[config.mk]
export PLATFORM = sky130hd
export DESIGN_NAME = red_mask_change_detector_flat
export DESIGN_NICKNAME = d
export VERILOG_FILES = /design/src/rtl/core/rmcd_pkg.sv /design/src/rtl/core/rmcd_if.sv /design/src/rtl/core/rmcd_ram.sv /design/src/rtl/core/rmcd_classify.sv /design/src/rtl/core/red_mask_change_detector.sv /design/src/flat_wrapper.sv
export SDC_FILE = /design/constraint.sdc
export NUM_CORES = 2
export LEC_CHECK = 0
export BUFFER_PORTS_ARGS = -buffer_cell sky130_fd_sc_hd__buf_2
export CAP_MARGIN = 15
export CELL_PAD_IN_SITES_DETAIL_PLACEMENT = 1
export CELL_PAD_IN_SITES_GLOBAL_PLACEMENT = 2
export CORE_AREA = 3 3 526 528
export DETAILED_ROUTE_END_ITERATION = 8
export DIE_AREA = 0 0 529 531
export PLACE_DENSITY_LB_ADDON = 0.1
export SLEW_MARGIN = 20
export SYNTH_ARGS = -nofsm -noshare
export SYNTH_HDL_FRONTEND = slang
export SYNTH_SLANG_ARGS = --single-unit
[constraint.sdc]
create_clock -name clk -period 35.7 [get_ports clk]
set_input_delay 5.355 -clock clk [delete_from_list [all_inputs] [get_ports clk]]
set_output_delay 5.355 -clock clk [all_outputs]
set_load 0.005 [all_outputs]
[src/rtl/core/rmcd_pkg.sv]
// shared constants and types for the red mask change detector
package rmcd_pkg;

	localparam int MAX_SAMPLES = 2048;
	localparam int ADDR_W      = $clog2(MAX_SAMPLES);
	localparam int CNT_W       = $clog2(MAX_SAMPLES + 1);

	localparam int CH_W        = 8;
	localparam int OUT_CNT_W   = 12;
	localparam int PCT_W       = 7;
	localparam int PML_W       = 10;
	localparam int CFG_IDX_W   = 2;
	localparam int CFG_DATA_W  = 10;

	localparam logic [CFG_IDX_W-1:0] CFG_REDNESS    = 2'd0;
	localparam logic [CFG_IDX_W-1:0] CFG_SIMILARITY = 2'd1;
	localparam logic [CFG_IDX_W-1:0] CFG_PRESENCE   = 2'd2;

	localparam logic [PCT_W-1:0] REDNESS_RST    = 7'd60;
	localparam logic [PCT_W-1:0] SIMILARITY_RST = 7'd90;
	localparam logic [PML_W-1:0] PRESENCE_RST   = 10'd1;

	localparam logic CMD_STORE   = 1'b0;
	localparam logic CMD_COMPARE = 1'b1;

	typedef struct packed {
		logic [PCT_W-1:0] redness_percent;
		logic [PCT_W-1:0] similarity_percent;
		logic [PML_W-1:0] presence_permille;
	} cfg_t;

endpackage

[src/rtl/core/rmcd_if.sv]
// pixel request and frame result channel interfaces
interface rmcd_pixel_if;
	import rmcd_pkg::*;

	logic            valid;
	logic            ready;
	logic            cmd;
	logic [CH_W-1:0] red;
	logic [CH_W-1:0] green;
	logic [CH_W-1:0] blue;
	logic            last;

	modport source (output valid, cmd, red, green, blue, last, input ready);
	modport sink   (input valid, cmd, red, green, blue, last, output ready);
endinterface

interface rmcd_result_if;
	import rmcd_pkg::*;

	logic                 valid;
	logic                 ready;
	logic                 present;
	logic                 similar;
	logic [OUT_CNT_W-1:0] red_count;
	logic [OUT_CNT_W-1:0] match_count;
	logic [OUT_CNT_W-1:0] sample_count;
	logic                 overflow;

	modport source (output valid, present, similar, red_count, match_count, sample_count,
		overflow, input ready);
	modport sink   (input valid, present, similar, red_count, match_count, sample_count,
		overflow, output ready);
endinterface

[src/rtl/core/rmcd_ram.sv]
// generic single write port ram with registered read
module rmcd_ram #(
	parameter int WIDTH = 1,
	parameter int DEPTH = 2048
) (
	input  logic                     clk,
	input  logic                     we,
	input  logic [$clog2(DEPTH)-1:0] waddr,
	input  logic [WIDTH-1:0]         wdata,
	input  logic                     re,
	input  logic [$clog2(DEPTH)-1:0] raddr,
	output logic [WIDTH-1:0]         rdata
);
	logic [WIDTH-1:0] mem [DEPTH];

	always_ff @(posedge clk) begin
		if (we) begin
			mem[waddr] <= wdata;
		end
		if (re) begin
			rdata <= mem[raddr];
		end
	end
endmodule

[src/rtl/core/rmcd_classify.sv]
// per pixel redness test by integer cross multiplication
module rmcd_classify (
	input  logic [rmcd_pkg::CH_W-1:0]  red,
	input  logic [rmcd_pkg::CH_W-1:0]  green,
	input  logic [rmcd_pkg::CH_W-1:0]  blue,
	input  logic [rmcd_pkg::PCT_W-1:0] redness_percent,
	output logic                       mark
);
	import rmcd_pkg::*;

	localparam int SUM_W = CH_W + 2;
	localparam int LHS_W = CH_W + 7;
	localparam int RHS_W = SUM_W + PCT_W;

	logic [SUM_W-1:0] sum;
	logic [LHS_W-1:0] lhs;
	logic [RHS_W-1:0] rhs;

	always_comb begin
		sum  = SUM_W'(red) + SUM_W'(green) + SUM_W'(blue);
		lhs  = LHS_W'(red) * LHS_W'(100);
		rhs  = RHS_W'(redness_percent) * RHS_W'(sum);
		mark = RHS_W'(lhs) > rhs;
	end
endmodule

[src/rtl/core/red_mask_change_detector.sv]
// top level of the red mask change detector
// Takes one pixel request per cycle unless stalled, and marks it red when
// red*100 > redness_percent*(r+g+b). Store frames (cmd 0) write the mark into
// a 2048 x 1 reference ram, compare frames (cmd 1) read it back and count
// matches. The request with last set returns one result via stage 1, stage 2
// and the result register; other requests return nothing. The ram read is
// issued at acceptance and used in stage 1, with a bypass for a single-sample
// store frame followed at once by a compare. Pixels keep flowing while results
// wait; a frame end stalls only while two earlier results are both untaken.
// The reference ram is not cleared at reset, so compare frames are meaningful
// only after a store frame of at least the same length. Configuration is
// written through cfg_we/cfg_index/cfg_data while no frame is in flight.
module red_mask_change_detector (
	input  logic                           clk,
	input  logic                           arst_n,
	input  logic                           cfg_we,
	input  logic [rmcd_pkg::CFG_IDX_W-1:0] cfg_index,
	input  logic [rmcd_pkg::CFG_DATA_W-1:0] cfg_data,
	rmcd_pixel_if.sink                     pix,
	rmcd_result_if.source                  res
);
	import rmcd_pkg::*;

	localparam int PW = CNT_W + PML_W;
	localparam int SW = CNT_W + PCT_W;

	cfg_t cfg_q;

	// front counter
	logic [CNT_W-1:0] idx_q;
	logic             in_acc;
	logic             in_rng;

	// stage 1
	logic             valid_s1;
	logic             cmd_s1;
	logic [CH_W-1:0]  red_s1;
	logic [CH_W-1:0]  green_s1;
	logic [CH_W-1:0]  blue_s1;
	logic             last_s1;
	logic [CNT_W-1:0] idx_s1;
	logic             inrng_s1;
	logic             byp_s1;
	logic             bypd_s1;

	logic [CNT_W-1:0] red_tot_q;
	logic [CNT_W-1:0] match_tot_q;
	logic             ovf_q;

	// stage 2
	logic             valid_s2;
	logic             cmd_s2;
	logic [CNT_W-1:0] red_s2;
	logic [CNT_W-1:0] match_s2;
	logic [CNT_W-1:0] n_s2;
	logic             ovf_s2;

	logic             out_valid_q;
	logic             out_free;
	logic             s2_free;
	logic             s1_adv;

	logic             mark;
	logic             ref_bit;
	logic             match;
	logic             ram_we;
	logic             ram_rd;
	logic [ADDR_W-1:0] ram_waddr;
	logic [ADDR_W-1:0] ram_raddr;

	logic [CNT_W-1:0] red_fin;
	logic [CNT_W-1:0] match_fin;
	logic [CNT_W-1:0] n_fin;

	logic [PW-1:0]    pres_l;
	logic [PW-1:0]    pres_r;
	logic [SW-1:0]    sim_l;
	logic [SW-1:0]    sim_r;

	// configuration registers
	always_ff @(posedge clk or negedge arst_n) begin
		if (!arst_n) begin
			cfg_q.redness_percent    <= REDNESS_RST;
			cfg_q.similarity_percent <= SIMILARITY_RST;
			cfg_q.presence_permille  <= PRESENCE_RST;
		end else if (cfg_we) begin
			case (cfg_index)
				CFG_REDNESS:    cfg_q.redness_percent    <= cfg_data[PCT_W-1:0];
				CFG_SIMILARITY: cfg_q.similarity_percent <= cfg_data[PCT_W-1:0];
				CFG_PRESENCE:   cfg_q.presence_permille  <= cfg_data[PML_W-1:0];
				default: ;
			endcase
		end
	end

	// flow control
	always_comb begin
		out_free  = !out_valid_q || res.ready;
		s2_free   = !valid_s2 || out_free;
		s1_adv    = valid_s1 && (!last_s1 || s2_free);
		pix.ready = !valid_s1 || s1_adv;
		in_acc    = pix.valid && pix.ready;
		in_rng    = idx_q < CNT_W'(MAX_SAMPLES);
	end

	rmcd_classify u_classify (
		.red             (red_s1),
		.green           (green_s1),
		.blue            (blue_s1),
		.redness_percent (cfg_q.redness_percent),
		.mark            (mark)
	);

	always_comb begin
		ram_rd    = in_acc;
		ram_raddr = idx_q[ADDR_W-1:0];
		ram_we    = s1_adv && inrng_s1 && (cmd_s1 == CMD_STORE);
		ram_waddr = idx_s1[ADDR_W-1:0];
	end

	logic ram_rdata;

	rmcd_ram #(
		.WIDTH (1),
		.DEPTH (MAX_SAMPLES)
	) u_ref_ram (
		.clk   (clk),
		.we    (ram_we),
		.waddr (ram_waddr),
		.wdata (mark),
		.re    (ram_rd),
		.raddr (ram_raddr),
		.rdata (ram_rdata)
	);

	always_comb begin
		ref_bit   = byp_s1 ? bypd_s1 : ram_rdata;
		match     = inrng_s1 && (cmd_s1 == CMD_COMPARE) && (ref_bit == mark);
		red_fin   = red_tot_q + CNT_W'(inrng_s1 && mark);
		match_fin = match_tot_q + CNT_W'(match);
		n_fin     = idx_s1 + CNT_W'(inrng_s1);
	end

	// front sample counter
	always_ff @(posedge clk or negedge arst_n) begin
		if (!arst_n) begin
			idx_q <= '0;
		end else if (in_acc) begin
			if (pix.last) begin
				idx_q <= '0;
			end else if (in_rng) begin
				idx_q <= idx_q + CNT_W'(1);
			end
		end
	end

	// stage 1 payload
	always_ff @(posedge clk) begin
		if (in_acc) begin
			cmd_s1   <= pix.cmd;
			red_s1   <= pix.red;
			green_s1 <= pix.green;
			blue_s1  <= pix.blue;
			last_s1  <= pix.last;
			idx_s1   <= idx_q;
			inrng_s1 <= in_rng;
			byp_s1   <= ram_we && (ram_waddr == ram_raddr);
			bypd_s1  <= mark;
		end
	end

	// stage 1 valid and frame totals
	always_ff @(posedge clk or negedge arst_n) begin
		if (!arst_n) begin
			valid_s1    <= 1'b0;
			red_tot_q   <= '0;
			match_tot_q <= '0;
			ovf_q       <= 1'b0;
		end else begin
			if (pix.ready) begin
				valid_s1 <= pix.valid;
			end
			if (s1_adv) begin
				if (last_s1) begin
					red_tot_q   <= '0;
					match_tot_q <= '0;
					ovf_q       <= 1'b0;
				end else begin
					red_tot_q   <= red_fin;
					match_tot_q <= match_fin;
					ovf_q       <= ovf_q || !inrng_s1;
				end
			end
		end
	end

	// stage 2 frame summary
	always_ff @(posedge clk) begin
		if (s1_adv && last_s1) begin
			cmd_s2   <= cmd_s1;
			red_s2   <= red_fin;
			match_s2 <= match_fin;
			n_s2     <= n_fin;
			ovf_s2   <= ovf_q || !inrng_s1;
		end
	end

	always_ff @(posedge clk or negedge arst_n) begin
		if (!arst_n) begin
			valid_s2 <= 1'b0;
		end else if (s1_adv && last_s1) begin
			valid_s2 <= 1'b1;
		end else if (out_free) begin
			valid_s2 <= 1'b0;
		end
	end

	// threshold tests
	always_comb begin
		pres_l = PW'(red_s2) * PW'(1000);
		pres_r = PW'(cfg_q.presence_permille) * PW'(n_s2);
		sim_l  = SW'(match_s2) * SW'(100);
		sim_r  = SW'(cfg_q.similarity_percent) * SW'(n_s2);
	end

	// result register
	always_ff @(posedge clk) begin
		if (valid_s2 && out_free) begin
			res.present      <= pres_l > pres_r;
			res.similar      <= (cmd_s2 == CMD_COMPARE) && (sim_l > sim_r);
			res.red_count    <= OUT_CNT_W'(red_s2);
			res.match_count  <= (cmd_s2 == CMD_COMPARE) ? OUT_CNT_W'(match_s2) : '0;
			res.sample_count <= OUT_CNT_W'(n_s2);
			res.overflow     <= ovf_s2;
		end
	end

	always_ff @(posedge clk or negedge arst_n) begin
		if (!arst_n) begin
			out_valid_q <= 1'b0;
		end else if (valid_s2 && out_free) begin
			out_valid_q <= 1'b1;
		end else if (res.ready) begin
			out_valid_q <= 1'b0;
		end
	end

	assign res.valid = out_valid_q;

	// checks
	a_ready_when_empty: assert property (@(posedge clk) disable iff (!arst_n)
		!valid_s1 |-> pix.ready)
		else $error("pixel request refused with stage 1 empty");

	a_stall_only_on_full: assert property (@(posedge clk) disable iff (!arst_n)
		valid_s1 && !s1_adv |-> last_s1 && valid_s2 && out_valid_q && !res.ready)
		else $error("stage 1 stalled without a blocked frame result");

	a_match_bound: assert property (@(posedge clk) disable iff (!arst_n)
		res.valid |-> res.match_count <= res.sample_count &&
			res.red_count <= res.sample_count)
		else $error("count exceeds sample count");

	a_count_bound: assert property (@(posedge clk) disable iff (!arst_n)
		valid_s2 |-> n_s2 <= CNT_W'(MAX_SAMPLES))
		else $error("sample count beyond store depth");

	a_overflow_full: assert property (@(posedge clk) disable iff (!arst_n)
		valid_s2 && ovf_s2 |-> n_s2 == CNT_W'(MAX_SAMPLES))
		else $error("overflow flagged before store filled");
endmodule

[src/flat_wrapper.sv]
// flat-port wrapper written by rule: the top's interface ports become plain ports
module red_mask_change_detector_flat import rmcd_pkg::*;
  (clk, arst_n, cfg_we, cfg_index, cfg_data, pix_valid, pix_cmd, pix_red, pix_green, pix_blue, pix_last, pix_ready, res_valid, res_present, res_similar, res_red_count, res_match_count, res_sample_count, res_overflow, res_ready);
  rmcd_pixel_if pix_i ();
  rmcd_result_if res_i ();
  input  logic clk;
  input  logic arst_n;
  input  logic cfg_we;
  input  logic [rmcd_pkg::CFG_IDX_W-1:0] cfg_index;
  input  logic [rmcd_pkg::CFG_DATA_W-1:0] cfg_data;
  input wire logic [$bits(pix_i.valid)-1:0] pix_valid;
  input wire logic [$bits(pix_i.cmd)-1:0] pix_cmd;
  input wire logic [$bits(pix_i.red)-1:0] pix_red;
  input wire logic [$bits(pix_i.green)-1:0] pix_green;
  input wire logic [$bits(pix_i.blue)-1:0] pix_blue;
  input wire logic [$bits(pix_i.last)-1:0] pix_last;
  output wire logic [$bits(pix_i.ready)-1:0] pix_ready;
  output wire logic [$bits(res_i.valid)-1:0] res_valid;
  output wire logic [$bits(res_i.present)-1:0] res_present;
  output wire logic [$bits(res_i.similar)-1:0] res_similar;
  output wire logic [$bits(res_i.red_count)-1:0] res_red_count;
  output wire logic [$bits(res_i.match_count)-1:0] res_match_count;
  output wire logic [$bits(res_i.sample_count)-1:0] res_sample_count;
  output wire logic [$bits(res_i.overflow)-1:0] res_overflow;
  input wire logic [$bits(res_i.ready)-1:0] res_ready;
  assign pix_i.valid = pix_valid;
  assign pix_i.cmd = pix_cmd;
  assign pix_i.red = pix_red;
  assign pix_i.green = pix_green;
  assign pix_i.blue = pix_blue;
  assign pix_i.last = pix_last;
  assign pix_ready = pix_i.ready;
  assign res_valid = res_i.valid;
  assign res_present = res_i.present;
  assign res_similar = res_i.similar;
  assign res_red_count = res_i.red_count;
  assign res_match_count = res_i.match_count;
  assign res_sample_count = res_i.sample_count;
  assign res_overflow = res_i.overflow;
  assign res_i.ready = res_ready;
  red_mask_change_detector u_core (.clk(clk), .arst_n(arst_n), .cfg_we(cfg_we), .cfg_index(cfg_index), .cfg_data(cfg_data), .pix(pix_i), .res(res_i));
endmodule
==> summary.txt <==
Synthesis
  • Distinct cell type count of the synthesized netlist: 74
  • Ys async rst share: 0.0287
  • Mapped cell area: around 110,000 um^2
  • Top cells by area, synth: edfxtp_1 60%, mux4_2 9.6%, nor2_1 7.4%, fa_1 4.0%, ha_1 3.6%
  • Post-synth EDFFs: 2,167
  • Leading area contributor after synthesis: edfxtp_1
  • Gate Count Post-Synth: 8,076
  • Most frequent cells after synthesis: 2,167 x edfxtp_1, 2,155 x nor2_1, 514 x clkbuf_1
  • Synth warnings: 0
  • Post-synthesis sequential area ratio: 0.613
  • Avg Cell Area, Syn: 13.5 um^2
  • Net Count, Synth: roughly 8,700
  • Ys flop type: edfxtp_1
  • Synth top area share: 0.598
  • Count leader, synth: edfxtp_1
  • Seq cells post-synth: approximately 2,200

Layout
  • Area of the multi-input gates: just under 40,000 um^2
  • Layout area overhead: 11.0%
  • # nets final: 8,510
  • Share of cells above drive strength 1: 0.153
  • Fillers: 27,500
  • Sequential cell area: 66,700 um^2

Clock network
  • Hold_buf cts: 0
  • CTS buffer count: around 260
  • Worst skew pair latency: 0.90 ns
  • Worst-path clk slew: 0.06 ns
  • Post_cts resized: 0
  • CTS root buffer: clkbuf_16
  • Post-CTS setup buffer count: 0
  • H-tree levels: 5
  • CTS tree: yes
  • Clock sink count: 2,231
  • CTS max path bufs: 4

Timing
  • Fmax: 75.9 MHz
  • Slew Limit Fails: 0
  • Rel. slew slack: 0.144
  • Slew @ Worst Pin: 1.28 ns
  • Final hold vios: 0
  • TNS Setup: 0 ns
  • Final period util: 0.369
  • Min Clock Period, post-route: 13.17 ns
  • Clock Skews: 0.0473 ns
  • Final-report setup violation count: 0
  • RSZ-0062 raised after global routing: false

Setup path
  • CP max FO: 112
  • Cell family with most CP delay: buffers and inverters
  • Critical R2R Capture: u_core.u_ref_ram.mem[1050]
  • Critical path arrival: roughly 14 ns
  • Worst Path Class, Setup: flop to flop
  • Worst reg-to-reg path cell count: 38
  • Most used cell, CP: fa_1
  • Critical path's slowest cell: buf_4
  • RR Startpoint: u_core.red_s1[0]
  • Worst R2R Setup Slack: 22.53 ns
  • Worst setup EP type: flop
  • Buf+Inv Stages, Crit Path: 8
  • Critical path required time: 36.36 ns
  • Critical Path Start Type: flop
  • Crit path largest cell delay: 0.89 ns

GRT
  • Antenna violations before repair: 16
  • Vias in the first global route: 71,500
  • Pin count of the biggest net entering global routing: 131
  • First-pass GRT wire length: 518 mm
  • Total gr overflow: 0
  • Total track usage: 0.255

Run
  • Max Cap Violations: 0

Routing
  • Vias/cell: about 5.8
  • DRC errors left: 0
  • DR vias: 67,600
  • Drt pass-1 iters: 5
  • Detailed router's first-iteration violation count: 6,776
  • Antenna Nets Post-Route: 0
  • WL final: approximately 360 mm
  • Routed WL per cell: 30.6 um

Floorplanning
  • Die Y: between 500 and 600 um
  • Cell row count: 192
  • CORE AREA: 273,000 um^2
  • Die Width: 529 um
  • Initial core utilization: 0.399
  • Die area: 281,000 um^2
  • I/O pin count: 84

Status
  • Status: complete, no violations

Hold path
  • Hold path endpoint: u_core.res.overflow
  • Cell count of the worst hold path: 0
  • Hold Path Origin: u_core.ovf_s2
  • Hold Crit Class: flop to flop

Placement
  • IO buf count: 83
  • Post-DP HPWL: 203 mm
  • Placer's final routability congestion estimate: approximately 0.78
==> metal layers <==
metal,track usage,wire (um),up-vias
met1,0.340,151000,36600
li1,-,-,28700
met5,0,13,-
met4,0.0647,9960,2
met2,0.438,179000,1842
met3,0.0348,19600,457
==> final cells by class <==
class / instances / share of cell area
inverter: 327 / 0.0102
multi-input combinational: 4866 / 0.319
clock inverter: 130 / 0.00834
clock buffer: 342 / 0.0590
tap: 3589 / 0.0372
antenna: 8 / 0.000166
timing repair buffer: 246 / 0.0144
sequential: 2231 / 0.552
==> worst register-to-register path: cells and delay by family (launching register included) <==
| kind | cells | cell delay (ns) |
|---|---|---|
| buffers and inverters | 8 | 3.82 |
| adders and majority gates | 9 | 3.49 |
| DFF | 1 | 0.44 |
| xor gates and xnor gates | 2 | 0.71 |
| AOI/OAI and AO/OA | 11 | 2.65 |
| and+or+nand+nor | 8 | 1.81 |
==> kinds of logic (layout without fill, tap and decap cells) <==
logic type	count (synthesis)	after routing	synth area share
muxes	664	664	0.115
buffers and inverters	979	1045	0.0386
AOI/OAI and AO/OA	616	616	0.0381
other	0	8	0
xor gates and xnor gates	127	127	0.0102
and+or+nand+nor	2928	2928	0.110
DFF	2231	2231	0.613
adders and majority gates	531	531	0.0759
==> per-stage QoR <==
stage,setup WS (ns),std cells,util,cell area (um^2),hold WS [ns]
4_1_cts,22.21,11700,0.442,121000,0.412
3_3_place_gp,22.67,11300,0.412,112000,0.406
5_1_grt,21.47,11700,0.443,121000,0.414
2_1_floorplan,12.07,8076,-,109000,0.400
6_report,22.53,11700,0.443,121000,0.409
3_5_place_dp,22.34,11300,0.412,112000,0.405
==> how the worst max path moves through the flow <==
stage,to,cells after the start,start,slack (ns)
2_1_floorplan,u_core.match_tot_q[10],42,u_core.red_s1[0],12.07
3_3_place_gp,u_core.u_ref_ram.mem[1050],37,u_core.red_s1[0],22.67
3_5_place_dp,u_core.u_ref_ram.mem[1050],37,u_core.red_s1[0],22.34
4_1_cts,u_core.u_ref_ram.mem[1050],37,u_core.red_s1[0],22.21
5_1_grt,u_core.u_ref_ram.mem[1050],38,u_core.red_s1[0],21.47
6_report,u_core.u_ref_ram.mem[1050],38,u_core.red_s1[0],22.53
==> cell usage in the layout (no fill, tap or decap), types with 36 or more instances in the layout <==
master        n
nand2_2      55
fa_1        216
mux2_2       42
a21oi_1     129
nand2_1     288
clkinv_1     55
nor2_1     2148
mux2i_1     158
clkinv_2     39
dfrtp_1      50
inv_1       326
clkbuf_16   274
nand3_1      57
buf_2        82
o21ai_0     100
nor3_1       36
buf_4       153
xnor2_1      74
a22o_1       36
a22oi_1      58
edfxtp_1   2167
clkbuf_1     66
mux4_2      464
o22ai_1      51
xor2_1       53
ha_1        315
and2_1      136
==> flip-flops by register name (all words and copies together) (netlist names), 8 cells and up <==
register,count
u_core.u_ref_ram.mem,2048
u_core.cfg_q,24
u_core.idx_q,12
u_core.idx_s1,12
u_core.match_s2,12
u_core.match_tot_q,12
u_core.n_s2,12
u_core.red_s2,12
u_core.red_tot_q,12
u_core.res.match_count,12
u_core.res.red_count,12
u_core.res.sample_count,12
u_core.blue_s1,8
u_core.green_s1,8
u_core.red_s1,8
Power is not shown: default switching activity piles up to over one toggle a cycle in this logic, so the estimate is an artifact.
